<file path="src/design/swtg_pkg.sv">
// Shared types and constants for the square-wave tone, song and sweep generator.
package swtg_pkg;

	localparam int NOTE_DEPTH_DEF = 64;

	localparam int MS_PER_MIN = 60000;
	localparam int BEAT_DIV   = 8;
	// Beat unit in ms is MS_PER_MIN / (tempo * BEAT_DIV) = (MS_PER_MIN / BEAT_DIV) / tempo.
	localparam logic [15:0] BEAT_BASE_MS = 16'(MS_PER_MIN / BEAT_DIV);

	localparam logic [15:0] STEP_MS_RST = 16'd1;
	localparam logic [7:0]  TEMPO_RST   = 8'd120;

	typedef enum logic [1:0] {
		ACT_PWM,
		ACT_TICK,
		ACT_START,
		ACT_NOTE
	} action_t;

	typedef enum logic [1:0] {
		MODE_OFF,
		MODE_TONE,
		MODE_SONG,
		MODE_SWEEP
	} mode_t;

	typedef enum logic [2:0] {
		REG_MODE,
		REG_START_FREQ,
		REG_LEVEL,
		REG_DURATION,
		REG_STEP,
		REG_SWEEP_UP,
		REG_TEMPO
	} reg_idx_t;

	typedef enum logic [3:0] {
		ST_IDLE,
		ST_EXEC,
		ST_SONG_BEAT,
		ST_SONG_NEXT,
		ST_PLAY,
		ST_DIV,
		ST_DIV_END,
		ST_DONE
	} state_t;

	typedef enum logic [1:0] {
		RD_CUR,
		RD_NEXT,
		RD_ZERO
	} rd_sel_t;

	typedef struct packed {
		logic [15:0] beats;
		logic [7:0]  lvl;
		logic [15:0] freq;
	} note_entry_t;

	typedef struct packed {
		logic    mem_we;
		logic    rd_en;
		rd_sel_t rd_sel;
		logic    div_load;
		logic    out_load;
	} ctrl_t;

endpackage

</file>
<file path="src/design/square_wave_tone_song_sweep_generator.sv">
// Square-wave tone generator with note-table song sequencer and frequency sweep.
//
//  channel   dir  handshake                 payload
//  ------    ---  ------------------------  -----------------------------------------
//  s_*       in   s_tvalid / s_tready       tuser: action; tdata: addr, freq, lvl, beats
//  m_*       out  m_tvalid / m_tready       tdata: duty, sounding, note_now
//  apb       in   psel & penable & pwrite   7 registers at byte address 4*i
//
//  Each item passes through accept, execute and deliver; a song tick that ends a note
//  also runs the beat, next-note (skipped on a table wrap) and play states. A start in
//  song or sweep mode runs the shared 16-step restoring divider.
//  Reset clears all control and timer state; the note table is not cleared.
//  A new item is taken while the last result still waits; delivery stalls only
//  when a second result is ready before the first has been taken.
module square_wave_tone_song_sweep_generator #(
	parameter int NOTE_DEPTH = swtg_pkg::NOTE_DEPTH_DEF
) (
	input  logic        clk,
	input  logic        arst_n,
	input  logic        psel,
	input  logic        penable,
	input  logic        pwrite,
	input  logic [4:0]  paddr,
	input  logic [31:0] pwdata,
	output logic [31:0] prdata,
	output logic        pready,
	input  logic        s_tvalid,
	output logic        s_tready,
	input  logic [47:0] s_tdata,  // note_addr[5:0], note_freq[21:6], note_level[29:22],
	                              // note_beats[45:30], zero fill
	input  logic [1:0]  s_tuser,  // action[1:0]
	output logic        m_tvalid,
	input  logic        m_tready,
	output logic [15:0] m_tdata   // duty[7:0], sounding[8], note_now[14:9], zero fill
);

	localparam int IW = (NOTE_DEPTH > 1) ? $clog2(NOTE_DEPTH) : 1;
	localparam int AW = (IW > 6) ? IW : 6;

	// configuration registers
	swtg_pkg::mode_t mode_q;
	logic [15:0]     start_freq_q;
	logic [7:0]      level_q;
	logic [15:0]     duration_q;
	logic [15:0]     step_q;
	logic            sweep_up_q;
	logic [7:0]      tempo_q;

	// latched input beat
	swtg_pkg::action_t act_q;
	logic [5:0]        naddr_q;
	logic [15:0]       nfreq_q;
	logic [7:0]        nlvl_q;
	logic [15:0]       nbeats_q;

	// core state
	swtg_pkg::state_t state_q, state_nx;
	swtg_pkg::ctrl_t  ctrl;
	logic [15:0]      pwm_count_q;
	logic [15:0]      half_period_q;
	logic [7:0]       cur_level_q;
	logic [7:0]       duty_q;
	logic             toggle_q;
	logic             timer_run_q;
	logic [15:0]      ms_count_q;
	logic [15:0]      timer_period_q;
	logic [15:0]      beat_count_q;
	logic [IW-1:0]    note_index_q;
	logic [15:0]      sweep_index_q;
	logic [15:0]      sweep_steps_q;
	swtg_pkg::mode_t  active_mode_q;
	logic             div_song_q;

	// shared divider
	logic [15:0] rem_q;
	logic [15:0] quo_q;
	logic [15:0] den_q;
	logic [3:0]  div_cnt_q;
	logic [16:0] rem_sh;
	logic [16:0] rem_diff;
	logic        div_ge;

	// note memory
	swtg_pkg::note_entry_t mem [NOTE_DEPTH];
	swtg_pkg::note_entry_t rd_q;
	swtg_pkg::note_entry_t wr_data;
	logic [IW-1:0]         rd_addr;
	logic [IW-1:0]         wr_addr;
	logic [AW-1:0]         naddr_w;
	logic [AW-1:0]         idx_w;
	logic                  addr_ok;

	// output register
	logic        m_tvalid_q;
	logic [15:0] m_tdata_q;

	// helpers
	logic        cfg_we;
	logic [15:0] pwm_inc;
	logic [15:0] ms_inc;
	logic [15:0] beat_inc;
	logic [15:0] sw_inc;
	logic [15:0] sw_freq;
	logic [15:0] stp;
	logic [15:0] tempo16;
	logic [IW:0] idx_inc;
	logic        idx_wrap;
	logic        tick_fire;
	logic        beat_end;

	assign pready   = 1'b1;
	assign cfg_we   = psel & penable & pwrite;
	assign s_tready = (state_q == swtg_pkg::ST_IDLE);
	assign m_tvalid = m_tvalid_q;
	assign m_tdata  = m_tdata_q;

	assign pwm_inc   = pwm_count_q + 16'd1;
	assign ms_inc    = ms_count_q + 16'd1;
	assign beat_inc  = beat_count_q + 16'd1;
	assign sw_inc    = sweep_index_q + 16'd1;
	assign sw_freq   = sweep_up_q ? (start_freq_q + sw_inc) : (start_freq_q - sw_inc);
	assign stp       = (step_q == 16'd0) ? 16'd1 : step_q;
	assign tempo16   = {8'd0, (tempo_q == 8'd0) ? 8'd1 : tempo_q};
	assign idx_inc   = {1'b0, note_index_q} + (IW+1)'(1);
	assign idx_wrap  = (idx_inc == (IW+1)'(NOTE_DEPTH));
	assign tick_fire = timer_run_q && (ms_inc >= timer_period_q);
	assign beat_end  = (beat_inc >= rd_q.beats);

	assign naddr_w = AW'(naddr_q);
	assign wr_addr = naddr_w[IW-1:0];
	assign addr_ok = ((AW+1)'(naddr_q) < (AW+1)'(NOTE_DEPTH));
	assign idx_w   = AW'(note_index_q);
	assign wr_data = '{beats: nbeats_q, lvl: nlvl_q, freq: nfreq_q};

	assign rem_sh   = {rem_q, quo_q[15]};
	assign div_ge   = (rem_sh >= {1'b0, den_q});
	assign rem_diff = rem_sh - {1'b0, den_q};

	// configuration port
	always_ff @(posedge clk or negedge arst_n) begin
		if (!arst_n) begin
			mode_q       <= swtg_pkg::MODE_OFF;
			start_freq_q <= '0;
			level_q      <= '0;
			duration_q   <= '0;
			step_q       <= swtg_pkg::STEP_MS_RST;
			sweep_up_q   <= 1'b0;
			tempo_q      <= swtg_pkg::TEMPO_RST;
		end else if (cfg_we) begin
			unique case (swtg_pkg::reg_idx_t'(paddr[4:2]))
				swtg_pkg::REG_MODE:       mode_q       <= swtg_pkg::mode_t'(pwdata[1:0]);
				swtg_pkg::REG_START_FREQ: start_freq_q <= pwdata[15:0];
				swtg_pkg::REG_LEVEL:      level_q      <= pwdata[7:0];
				swtg_pkg::REG_DURATION:   duration_q   <= pwdata[15:0];
				swtg_pkg::REG_STEP:       step_q       <= pwdata[15:0];
				swtg_pkg::REG_SWEEP_UP:   sweep_up_q   <= pwdata[0];
				swtg_pkg::REG_TEMPO:      tempo_q      <= pwdata[7:0];
				default: ;
			endcase
		end
	end

	always_comb begin
		unique case (swtg_pkg::reg_idx_t'(paddr[4:2]))
			swtg_pkg::REG_MODE:       prdata = {30'd0, mode_q};
			swtg_pkg::REG_START_FREQ: prdata = {16'd0, start_freq_q};
			swtg_pkg::REG_LEVEL:      prdata = {24'd0, level_q};
			swtg_pkg::REG_DURATION:   prdata = {16'd0, duration_q};
			swtg_pkg::REG_STEP:       prdata = {16'd0, step_q};
			swtg_pkg::REG_SWEEP_UP:   prdata = {31'd0, sweep_up_q};
			swtg_pkg::REG_TEMPO:      prdata = {24'd0, tempo_q};
			default:                  prdata = '0;
		endcase
	end

	// input capture
	always_ff @(posedge clk) begin
		if (s_tvalid && s_tready) begin
			act_q    <= swtg_pkg::action_t'(s_tuser);
			naddr_q  <= s_tdata[5:0];
			nfreq_q  <= s_tdata[21:6];
			nlvl_q   <= s_tdata[29:22];
			nbeats_q <= s_tdata[45:30];
		end
	end

	// next state
	always_comb begin
		state_nx = state_q;
		unique case (state_q)
			swtg_pkg::ST_IDLE: begin
				if (s_tvalid)
					state_nx = swtg_pkg::ST_EXEC;
			end
			swtg_pkg::ST_EXEC: begin
				state_nx = swtg_pkg::ST_DONE;
				unique case (act_q)
					swtg_pkg::ACT_TICK: begin
						if (tick_fire && active_mode_q == swtg_pkg::MODE_SONG)
							state_nx = swtg_pkg::ST_SONG_BEAT;
					end
					swtg_pkg::ACT_START: begin
						if (mode_q == swtg_pkg::MODE_SONG || mode_q == swtg_pkg::MODE_SWEEP)
							state_nx = swtg_pkg::ST_DIV;
					end
					swtg_pkg::ACT_PWM, swtg_pkg::ACT_NOTE: ;
				endcase
			end
			swtg_pkg::ST_SONG_BEAT: begin
				if (!beat_end)
					state_nx = swtg_pkg::ST_DONE;
				else if (idx_wrap)
					state_nx = swtg_pkg::ST_PLAY;
				else
					state_nx = swtg_pkg::ST_SONG_NEXT;
			end
			swtg_pkg::ST_SONG_NEXT: state_nx = swtg_pkg::ST_PLAY;
			swtg_pkg::ST_PLAY:      state_nx = swtg_pkg::ST_DONE;
			swtg_pkg::ST_DIV: begin
				if (div_cnt_q == 4'hF)
					state_nx = swtg_pkg::ST_DIV_END;
			end
			swtg_pkg::ST_DIV_END: begin
				state_nx = div_song_q ? swtg_pkg::ST_PLAY : swtg_pkg::ST_DONE;
			end
			swtg_pkg::ST_DONE: begin
				if (!m_tvalid_q || m_tready)
					state_nx = swtg_pkg::ST_IDLE;
			end
			default: state_nx = swtg_pkg::ST_IDLE;
		endcase
	end

	// control outputs
	always_comb begin
		ctrl = '{mem_we: 1'b0, rd_en: 1'b0, rd_sel: swtg_pkg::RD_CUR,
		         div_load: 1'b0, out_load: 1'b0};
		unique case (state_q)
			swtg_pkg::ST_EXEC: begin
				unique case (act_q)
					swtg_pkg::ACT_NOTE: ctrl.mem_we = addr_ok;
					swtg_pkg::ACT_TICK: begin
						if (tick_fire && active_mode_q == swtg_pkg::MODE_SONG) begin
							ctrl.rd_en  = 1'b1;
							ctrl.rd_sel = swtg_pkg::RD_CUR;
						end
					end
					swtg_pkg::ACT_START: begin
						if (mode_q == swtg_pkg::MODE_SONG) begin
							ctrl.rd_en    = 1'b1;
							ctrl.rd_sel   = swtg_pkg::RD_ZERO;
							ctrl.div_load = 1'b1;
						end else if (mode_q == swtg_pkg::MODE_SWEEP) begin
							ctrl.div_load = 1'b1;
						end
					end
					swtg_pkg::ACT_PWM: ;
				endcase
			end
			swtg_pkg::ST_SONG_BEAT: begin
				if (beat_end) begin
					ctrl.rd_en  = 1'b1;
					ctrl.rd_sel = idx_wrap ? swtg_pkg::RD_ZERO : swtg_pkg::RD_NEXT;
				end
			end
			swtg_pkg::ST_SONG_NEXT: begin
				// a zero-frequency note ends the song: play from the top
				if (rd_q.freq == 16'd0) begin
					ctrl.rd_en  = 1'b1;
					ctrl.rd_sel = swtg_pkg::RD_ZERO;
				end
			end
			swtg_pkg::ST_DONE: ctrl.out_load = !m_tvalid_q || m_tready;
			default: ;
		endcase
	end

	always_comb begin
		case (ctrl.rd_sel)
			swtg_pkg::RD_NEXT: rd_addr = idx_inc[IW-1:0];
			swtg_pkg::RD_ZERO: rd_addr = '0;
			default:           rd_addr = note_index_q;
		endcase
	end

	// note table
	always_ff @(posedge clk) begin
		if (ctrl.mem_we)
			mem[wr_addr] <= wr_data;
		if (ctrl.rd_en)
			rd_q <= mem[rd_addr];
	end

	// shared divider datapath
	always_ff @(posedge clk) begin
		if (ctrl.div_load) begin
			rem_q <= '0;
			if (mode_q == swtg_pkg::MODE_SONG) begin
				quo_q <= swtg_pkg::BEAT_BASE_MS;
				den_q <= tempo16;
			end else begin
				quo_q <= duration_q;
				den_q <= stp;
			end
		end else if (state_q == swtg_pkg::ST_DIV) begin
			rem_q <= div_ge ? rem_diff[15:0] : rem_sh[15:0];
			quo_q <= {quo_q[14:0], div_ge};
		end
	end

	// core state update
	always_ff @(posedge clk or negedge arst_n) begin
		if (!arst_n) begin
			state_q        <= swtg_pkg::ST_IDLE;
			pwm_count_q    <= '0;
			half_period_q  <= '0;
			cur_level_q    <= '0;
			duty_q         <= '0;
			toggle_q       <= 1'b0;
			timer_run_q    <= 1'b0;
			ms_count_q     <= '0;
			timer_period_q <= '0;
			beat_count_q   <= '0;
			note_index_q   <= '0;
			sweep_index_q  <= '0;
			sweep_steps_q  <= '0;
			active_mode_q  <= swtg_pkg::MODE_OFF;
			div_song_q     <= 1'b0;
			div_cnt_q      <= '0;
		end else begin
			state_q <= state_nx;
			if (ctrl.div_load)
				div_cnt_q <= '0;
			unique case (state_q)
				swtg_pkg::ST_EXEC: begin
					unique case (act_q)
						swtg_pkg::ACT_PWM: begin
							if (toggle_q) begin
								if (pwm_inc >= half_period_q) begin
									pwm_count_q <= '0;
									duty_q      <= (duty_q != 8'd0) ? 8'd0 : cur_level_q;
								end else begin
									pwm_count_q <= pwm_inc;
								end
							end
						end
						swtg_pkg::ACT_TICK: begin
							if (tick_fire) begin
								ms_count_q <= '0;
								unique case (active_mode_q)
									swtg_pkg::MODE_OFF: timer_run_q <= 1'b0;
									swtg_pkg::MODE_TONE: begin
										duty_q      <= '0;
										toggle_q    <= 1'b0;
										timer_run_q <= 1'b0;
									end
									swtg_pkg::MODE_SONG: ;
									swtg_pkg::MODE_SWEEP: begin
										if (sweep_index_q < sweep_steps_q) begin
											sweep_index_q <= sw_inc;
											half_period_q <= {1'b0, sw_freq[15:1]};
											cur_level_q   <= level_q;
											// last step of the sweep: go quiet
											if (sw_inc == sweep_steps_q) begin
												duty_q      <= '0;
												toggle_q    <= 1'b0;
												timer_run_q <= 1'b0;
											end
										end
									end
								endcase
							end else if (timer_run_q) begin
								ms_count_q <= ms_inc;
							end
						end
						swtg_pkg::ACT_START: begin
							active_mode_q <= mode_q;
							unique case (mode_q)
								swtg_pkg::MODE_OFF: begin
									duty_q      <= '0;
									toggle_q    <= 1'b0;
									timer_run_q <= 1'b0;
								end
								swtg_pkg::MODE_TONE: begin
									toggle_q       <= 1'b1;
									pwm_count_q    <= '0;
									half_period_q  <= {1'b0, start_freq_q[15:1]};
									cur_level_q    <= level_q;
									duty_q         <= level_q;
									timer_run_q    <= 1'b1;
									timer_period_q <= duration_q;
									ms_count_q     <= '0;
								end
								swtg_pkg::MODE_SONG: begin
									toggle_q     <= 1'b1;
									pwm_count_q  <= '0;
									timer_run_q  <= 1'b1;
									ms_count_q   <= '0;
									beat_count_q <= '0;
									note_index_q <= '0;
									div_song_q   <= 1'b1;
								end
								swtg_pkg::MODE_SWEEP: begin
									toggle_q       <= 1'b1;
									sweep_index_q  <= '0;
									half_period_q  <= {1'b0, start_freq_q[15:1]};
									cur_level_q    <= level_q;
									duty_q         <= level_q;
									timer_run_q    <= 1'b1;
									timer_period_q <= stp;
									ms_count_q     <= '0;
									div_song_q     <= 1'b0;
								end
							endcase
						end
						swtg_pkg::ACT_NOTE: ;
					endcase
				end
				swtg_pkg::ST_SONG_BEAT: begin
					if (beat_end) begin
						beat_count_q <= '0;
						if (idx_wrap)
							note_index_q <= '0;
					end else begin
						beat_count_q <= beat_inc;
					end
				end
				swtg_pkg::ST_SONG_NEXT: begin
					note_index_q <= (rd_q.freq == 16'd0) ? '0 : idx_inc[IW-1:0];
				end
				swtg_pkg::ST_PLAY: begin
					half_period_q <= {1'b0, rd_q.freq[15:1]};
					cur_level_q   <= rd_q.lvl;
					duty_q        <= rd_q.lvl;
				end
				swtg_pkg::ST_DIV: div_cnt_q <= div_cnt_q + 4'd1;
				swtg_pkg::ST_DIV_END: begin
					if (div_song_q)
						timer_period_q <= quo_q;
					else
						sweep_steps_q <= quo_q;
				end
				default: ;
			endcase
		end
	end

	// result register
	always_ff @(posedge clk or negedge arst_n) begin
		if (!arst_n)
			m_tvalid_q <= 1'b0;
		else if (ctrl.out_load)
			m_tvalid_q <= 1'b1;
		else if (m_tready)
			m_tvalid_q <= 1'b0;
	end

	always_ff @(posedge clk) begin
		if (ctrl.out_load)
			m_tdata_q <= {1'b0, idx_w[5:0], toggle_q, duty_q};
	end

endmodule
</file>
<file path="config.mk">
export PLATFORM = sky130hd
export DESIGN_NAME = square_wave_tone_song_sweep_generator
export DESIGN_NICKNAME = d
export VERILOG_FILES = /design/src/design/swtg_pkg.sv /design/src/design/square_wave_tone_song_sweep_generator.sv
export SDC_FILE = /design/constraint.sdc
export NUM_CORES = 2
export LEC_CHECK = 0
export ABC_AREA = 1
export BUFFER_PORTS_ARGS = -buffer_cell sky130_fd_sc_hd__buf_2
export CORE_ASPECT_RATIO = 0.8
export CORE_MARGIN = 5
export CORE_UTILIZATION = 45
export CTS_CLUSTER_DIAMETER = 60
export DETAILED_ROUTE_END_ITERATION = 7
export PLACE_DENSITY_LB_ADDON = 0.3
export SYNTH_ARGS = -nofsm -noshare
export SYNTH_HDL_FRONTEND = slang
export SYNTH_SLANG_ARGS = --single-unit
</file>
<file path="constraint.sdc">
create_clock -name clk -period 6.1 [get_ports clk]
set_input_delay 1.22 -clock clk [delete_from_list [all_inputs] [get_ports clk]]
set_output_delay 1.22 -clock clk [all_outputs]
set_load 0.01 [all_outputs]
</file>
Yosys cells after proc, flatten, opt, wreduce, memory -nomap -nowiden

Memory sizes are Yosys's and may differ from the RTL's. A register that Yosys moved wholly into a read port is not among the register bits.
Cells that the tools add are included.

Word-level logic and storage cells: 260
Input port bits: 94
Bits in registers: 326
Memories kept: 1
Memory bits (writable): 2,560

Bitwise operators: 3
Reductions and logical operators: 49
Mux-type cells: 99
Add/sub/neg operators: 9
Order comparisons: 5
Equal/unequal tests: 60

Memories:

| memory | depth | width | read ports | clocked after memory_dff | write ports | line                                        | RTL |
|---|---|---|---|---|---|---|---|
| mem    | 64    | 40    | 1          | 1                        | 1           | square_wave_tone_song_sweep_generator.sv:84 | `swtg_pkg::note_entry_t mem [NOTE_DEPTH];` |

Operators with widths:

| kind                  | number |
|---|---|
| $mux 16               | 25 |
| $pmux 16 s2           | 8 |
| $pmux 16 s7           | 1 |
| $mux 8                | 12 |
| $pmux 8 s2            | 5 |
| $add 16x1->16 const B | 4 |
| $ge 16x16->1          | 3 |
| $logic_not 16->1      | 2 |
| $pmux 4 s8            | 1 |
| $sub 16x16->16        | 2 |
| $mux 6                | 5 |
| $ne 2x2->1 const B    | 14 |
| $ne 3x3->1 const B    | 9 |
| $pmux 8 s3            | 1 |
| $reduce_and 6->1      | 4 |
| $mux 3                | 7 |
| $mux 4                | 5 |
| $pmux 6 s3            | 1 |
| $reduce_and 2->1      | 9 |
| $ge 17x16->1          | 1 |
| $add 16x16->16        | 1 |
| $eq 16x16->1          | 1 |
| $eq 4x3->1 const B    | 4 |
| $lt 16x16->1          | 1 |
| other kinds (40)      | 99 |

Longest topological paths before layout

Depth in word-level cells: 9
Gate-level depth with buffers: 33
Gate-level depth less buffers: 30

Least setup slack after synthesis

No wires, ideal clock.

Path type: reg2reg
From: reg beat_count_q[0]
To: reg, netlist name rd_q[15]
Path buffers: 3
Clock period less this slack: 4.768 ns
Setup time: 0.254 ns
Stages on the path, launching flop included: 30
Data arrival time: 4.515 ns
Slack: 1.332 ns
Cells stage by stage: dfrtp_1 ha_1 nand3_1 nor3_1 nand3_1 nor2_1 nand3_1 nor3_1 xor2_1 inv_1 ha_1 nand2_1 inv_1 nand3_1 nor3_1 nand3_1 nand3_1 a31oi_1 ha_1 nor2_2 inv_2 o22ai_2 buf_6 buf_2 clkbuf_1 o221ai_1 o211ai_1 o211ai_1 nand3_1 nand2_1

Cells in the longest elaborated chain, start to end: 6

RTL lines:

| item                                            | line                                         | RTL |
|---|---|---|
| from (decl)                                     | square_wave_tone_song_sweep_generator.sv:67  | `logic [15:0] beat_count_q;` |
| from (signal assigned)                          | square_wave_tone_song_sweep_generator.sv:425 | `beat_count_q <= beat_inc;` |
| $add 16x1->16 *                                 | square_wave_tone_song_sweep_generator.sv:119 | `assign beat_inc = beat_count_q + 16'd1;` |
| $ge 16x16->1 *                                  | square_wave_tone_song_sweep_generator.sv:127 | `assign beat_end = (beat_inc >= rd_q.beats);` |
| $mux 3 *                                        | square_wave_tone_song_sweep_generator.sv:261 | `if (beat_end) begin` |
| $pmux 3 s3 *                                    | square_wave_tone_song_sweep_generator.sv:238 | `unique case (state_q)` |
| $eq 2x2->1 / $eq 2x1->1 (equally long branches) | square_wave_tone_song_sweep_generator.sv:279 | `case (ctrl.rd_sel)` |
| $pmux 6 s2                                      | square_wave_tone_song_sweep_generator.sv:279 |  |

Mark *: on every way between the ends. The rest lies on a longest branch, timed or not.
A chain may end at the register's enable or synchronous reset.

Final worst setup path

From: reg, netlist name rd_q[1]
To: reg, netlist name rd_q[35]

Cells in the longest elaborated chain, start to end: 5

RTL lines:

| item                                            | line                                         | RTL |
|---|---|---|
| $logic_not 16->1 *                              | square_wave_tone_song_sweep_generator.sv:268 | `if (rd_q.freq == 16'd0) begin` |
| $mux 3 *                                        | square_wave_tone_song_sweep_generator.sv:268 |  |
| $pmux 3 s3 *                                    | square_wave_tone_song_sweep_generator.sv:238 |  |
| $eq 2x2->1 / $eq 2x1->1 (equally long branches) | square_wave_tone_song_sweep_generator.sv:279 |  |
| $pmux 6 s2                                      | square_wave_tone_song_sweep_generator.sv:279 |  |

Marks and branches as above.

==> results.yml <==
route:
  ant_nets: 0
  wl_per_cell_um: 26.7
  firstDrtPassIters: 8
  finalWirelength_um: 356000
  via_count: 81000
  routed_via_density: 6.07
  drt_iter0_drc: 9700
  route.detailed.drc: 3
worst_setup_path:
  crit_type: "reg -> reg"
  reg2reg_slack_ps: 180
  crit_fanout: 46
  worstSetupEndpointType: "flop"
  arrival_ps: 6520
  cp_data_required_time_ps: 6700
  cp-start-kind: "flop"
logic_synthesis:
  synth_compound_area_share_pct: 13.9
  synthAdderAreaFrac_pct: 1.19
  yosys-top-cells-area: "edfxtp_1 (68%), o21ai_0 (6.6%), nor2_1 (5.0%)"
  synth_edf_count: 2695
  synth_top_family_by_area: "compound AO/OA/AOI/OAI gates"
  yosys.area_share.simple_pct: 8.27
  ys_types: 62
  syn_area_per_cell_um2: 12.7
  synthCells: 9440
  ys_seq_elements: 2924
  yosys_warnings: 0
  synth_xor_area_share_pct: 0.557
  yosysSeqAreaShare_pct: 72.5
  yosys.area.top_type: "edfxtp_1"
  synth_top_cell_area_share_pct: 67.7
  synthMuxAreaShare_pct: 0
  synth_flop_cell: "edfxtp_1"
  synth_area_um2: 119000
  async_flop_share_pct: 7.28
floorplan:
  dieArea_um2: 276000
  fp.dieH_um: 471
  num_io_pins: 145
  row_count: 169
  start_util_pct: 45.1
  coreArea_um2: 265000
  die_x_um: 586
sta:
  period_share_pct: 97.1
  hold_violations: 0
  clock.fmax_mhz: 169
  tightestPinTransition_ps: 1190
  finalCriticalPeriod_ps: 5920
  clock_skew_ps: 70.7
  max-slew-margin-rel_pct: 20.8
  drv_slew: 0
  setup-violations-final: 0
clock_tree:
  cts_tree: "yes"
  cts_buffer_depth: 4
  holdBufCountCts: 0
  clk_latency_ps: 890
  cts_sinks: 2924
  htree_levels: 5
  cts-root-buf: "clkbuf_16"
  clk_pin_slew_ps: 60
  cts_buffers: 291
global_route:
  grt_overflow: 0
  antenna_found_initial: 8
  grt_start_max_net_pins: 141
  grt_pass1_vias: 77500
  grt_pass1_wl_um: 516000
  groute.usage.overall_pct: 25.1
power_and_ir_drop:
  power_density_nw_per_um2: 425
  static-leakage-power_uw: 0.0455
  power.total_uw: 57800
  ir_drop_v: 0.000389
flow_run:
  maxCapViolations: 0
final_layout:
  final-seq-area_um2: 86600
  drive_above_1_share_pct: 10.7
  fin_area_um2: 136000
  area_growth_pct: 13.8
  multi_input_area_um2: 29400
  final_util_pct: 51.3
  largest_reg_flops: 2560
  regMostFlops: "mem"
  fillers: 22100
  largestRegisters: "mem (2560), rd_q (40)"
  fin_nets: 9844
placement:
  dp_hpwl_um: 202000
  placed_area_um2: 127000
  gp_congestion: 0.918
  port_buffers: 106
outcome:
  violations: "design-rule violations"
  status: "finished with violations"
worst_hold_path:
  worst_hold_path_type: "in -> async"
area by class of cell:
| class | count | area share, % |
|---|---|---|
| sequential | 2924 | 63.7 |
| multi-input combinational | 5510 | 21.6 |
| clock buffer | 376 | 5.74 |
| timing repair buffer | 523 | 3.81 |
| tap | 3505 | 3.23 |
| inverter | 387 | 1.11 |
| clock inverter | 125 | 0.790 |
| timing repair inverter | 1 | 0.00828 |
| antenna | 2 | 0.00368 |
path summary, 6_finish.rpt:
check	startpoint	endpoint	depth (start not counted)
setup / recovery	rd_q[1]$_DFFE_PP_	rd_q[35]$_DFFE_PP_	19
hold / removal	arst_n	duty_q[5]$_DFFE_PN0P_	1
setup reg to reg	rd_q[1]$_DFFE_PP_	rd_q[35]$_DFFE_PP_	19
hold reg to reg	rem_q[3]$_SDFFE_PP0P_	rem_q[3]$_SDFFE_PP0P_	2
max in group asynchronous	arst_n	ms_count_q[13]$_DFFE_PN0P_	2
min in group clk	rem_q[3]$_SDFFE_PP0P_	rem_q[3]$_SDFFE_PP0P_	2
metrics by stage:
stage               hold WS, ps  setup WS (ps)  std cells  setup TNS (ps)
CTS                         323          0.911      13300               0
global route                395          -15.5      13400           -38.5
floorplan                   446           1330       9456               0
global placement            459           -138      12800            -901
detailed placement          461           -147      12800           -1180
finish                      357            180      13400               0
metal layers:
metal | GRT usage (%) | vias up | wire length, um | part of all wire [%]
met4 | 9.95 | 2 | 15100 | 4.2
met5 | 0 | - | 10 | 0.0028
met3 | 5.52 | 769 | 38800 | 11
met1 | 35.4 | 40300 | 144000 | 41
met2 | 38.0 | 4444 | 158000 | 44
li1 | - | 35500 | - | -
report_power, final:
part           internal (uW)  leakage [uW]  switching (uW)  total [uW]
clock                   9630       0.00434            7510       17100
sequential             22900        0.0272             442       23300
combinational           5600        0.0140           11700       17300
total                  38100        0.0455           19600       57800
timing repair:
item,in CTS,in global routing
setup endpoints to repair,29,40
endpoints found under the hold margin,0,0
setup buffers,0,7
cloned,0,3
resized for setup,7,38
pin swaps,0,10
placed cells by master (no fill, tap or decap), drive strengths merged, types with 6 or more instances in the layout:
cell	netlist	layout
edfxtp	2695	2695
o21ai	1661	1661
nor2	1600	1600
buf	244	521
nand2	500	500
o22ai	472	472
inv	384	395
clkbuf	391	378
nand3	283	283
o211ai	250	250
o221ai	243	243
dfrtp	208	208
a21oi	119	119
ha	110	110
clkinv	3	99
xor2	64	64
nand4	35	35
nor3	33	33
o311ai	20	20
conb	2	18
o21bai	17	17
dfxtp	16	16
bufinv	0	14
xnor2	12	12
o31ai	8	8
a221oi	7	7
nor4	7	7
or2	6	6
o32ai	6	6
synth_stat cells, types with 97 or more instances:
cell type	instances
edfxtp_1	2695
nor2_1	1591
o21ai_0	1564
nand2_1	497
o22ai_1	470
clkbuf_1	389
inv_1	375
nand3_1	277
o211ai_1	250
o221ai_1	243
dfrtp_1	208
buf_2	178
a21oi_1	118
ha_1	110
o21ai_1	97
worst max-delay path, stage by stage (launching register included):
cell and delay (ps):
edfxtp_1 690, nor2_1 830, nand3_1 180, nor4_1 1020
nand2_1 110, nand2_1 240, a31oi_4 50, ha_2 400
nor2_2 80, a22oi_4 190, buf_12 200, clkinv_16 160
buf_16 260, buf_16 210, o21ai_0 110, o22ai_1 80
o211ai_1 220, nand3_1 190, nand3_1 240, nand2_1 80
cells by family after synthesis:
family	count (synthesis)
other	2
XOR/XNOR	76
AO/OA/AOI/OAI	2837
buffers and inverters	1022
AND/OR/NAND/NOR	2467
flip-flops	2924
adder cells (fa/ha/maj)	112
No activity file was read; power rests on OpenSTA's default activity.
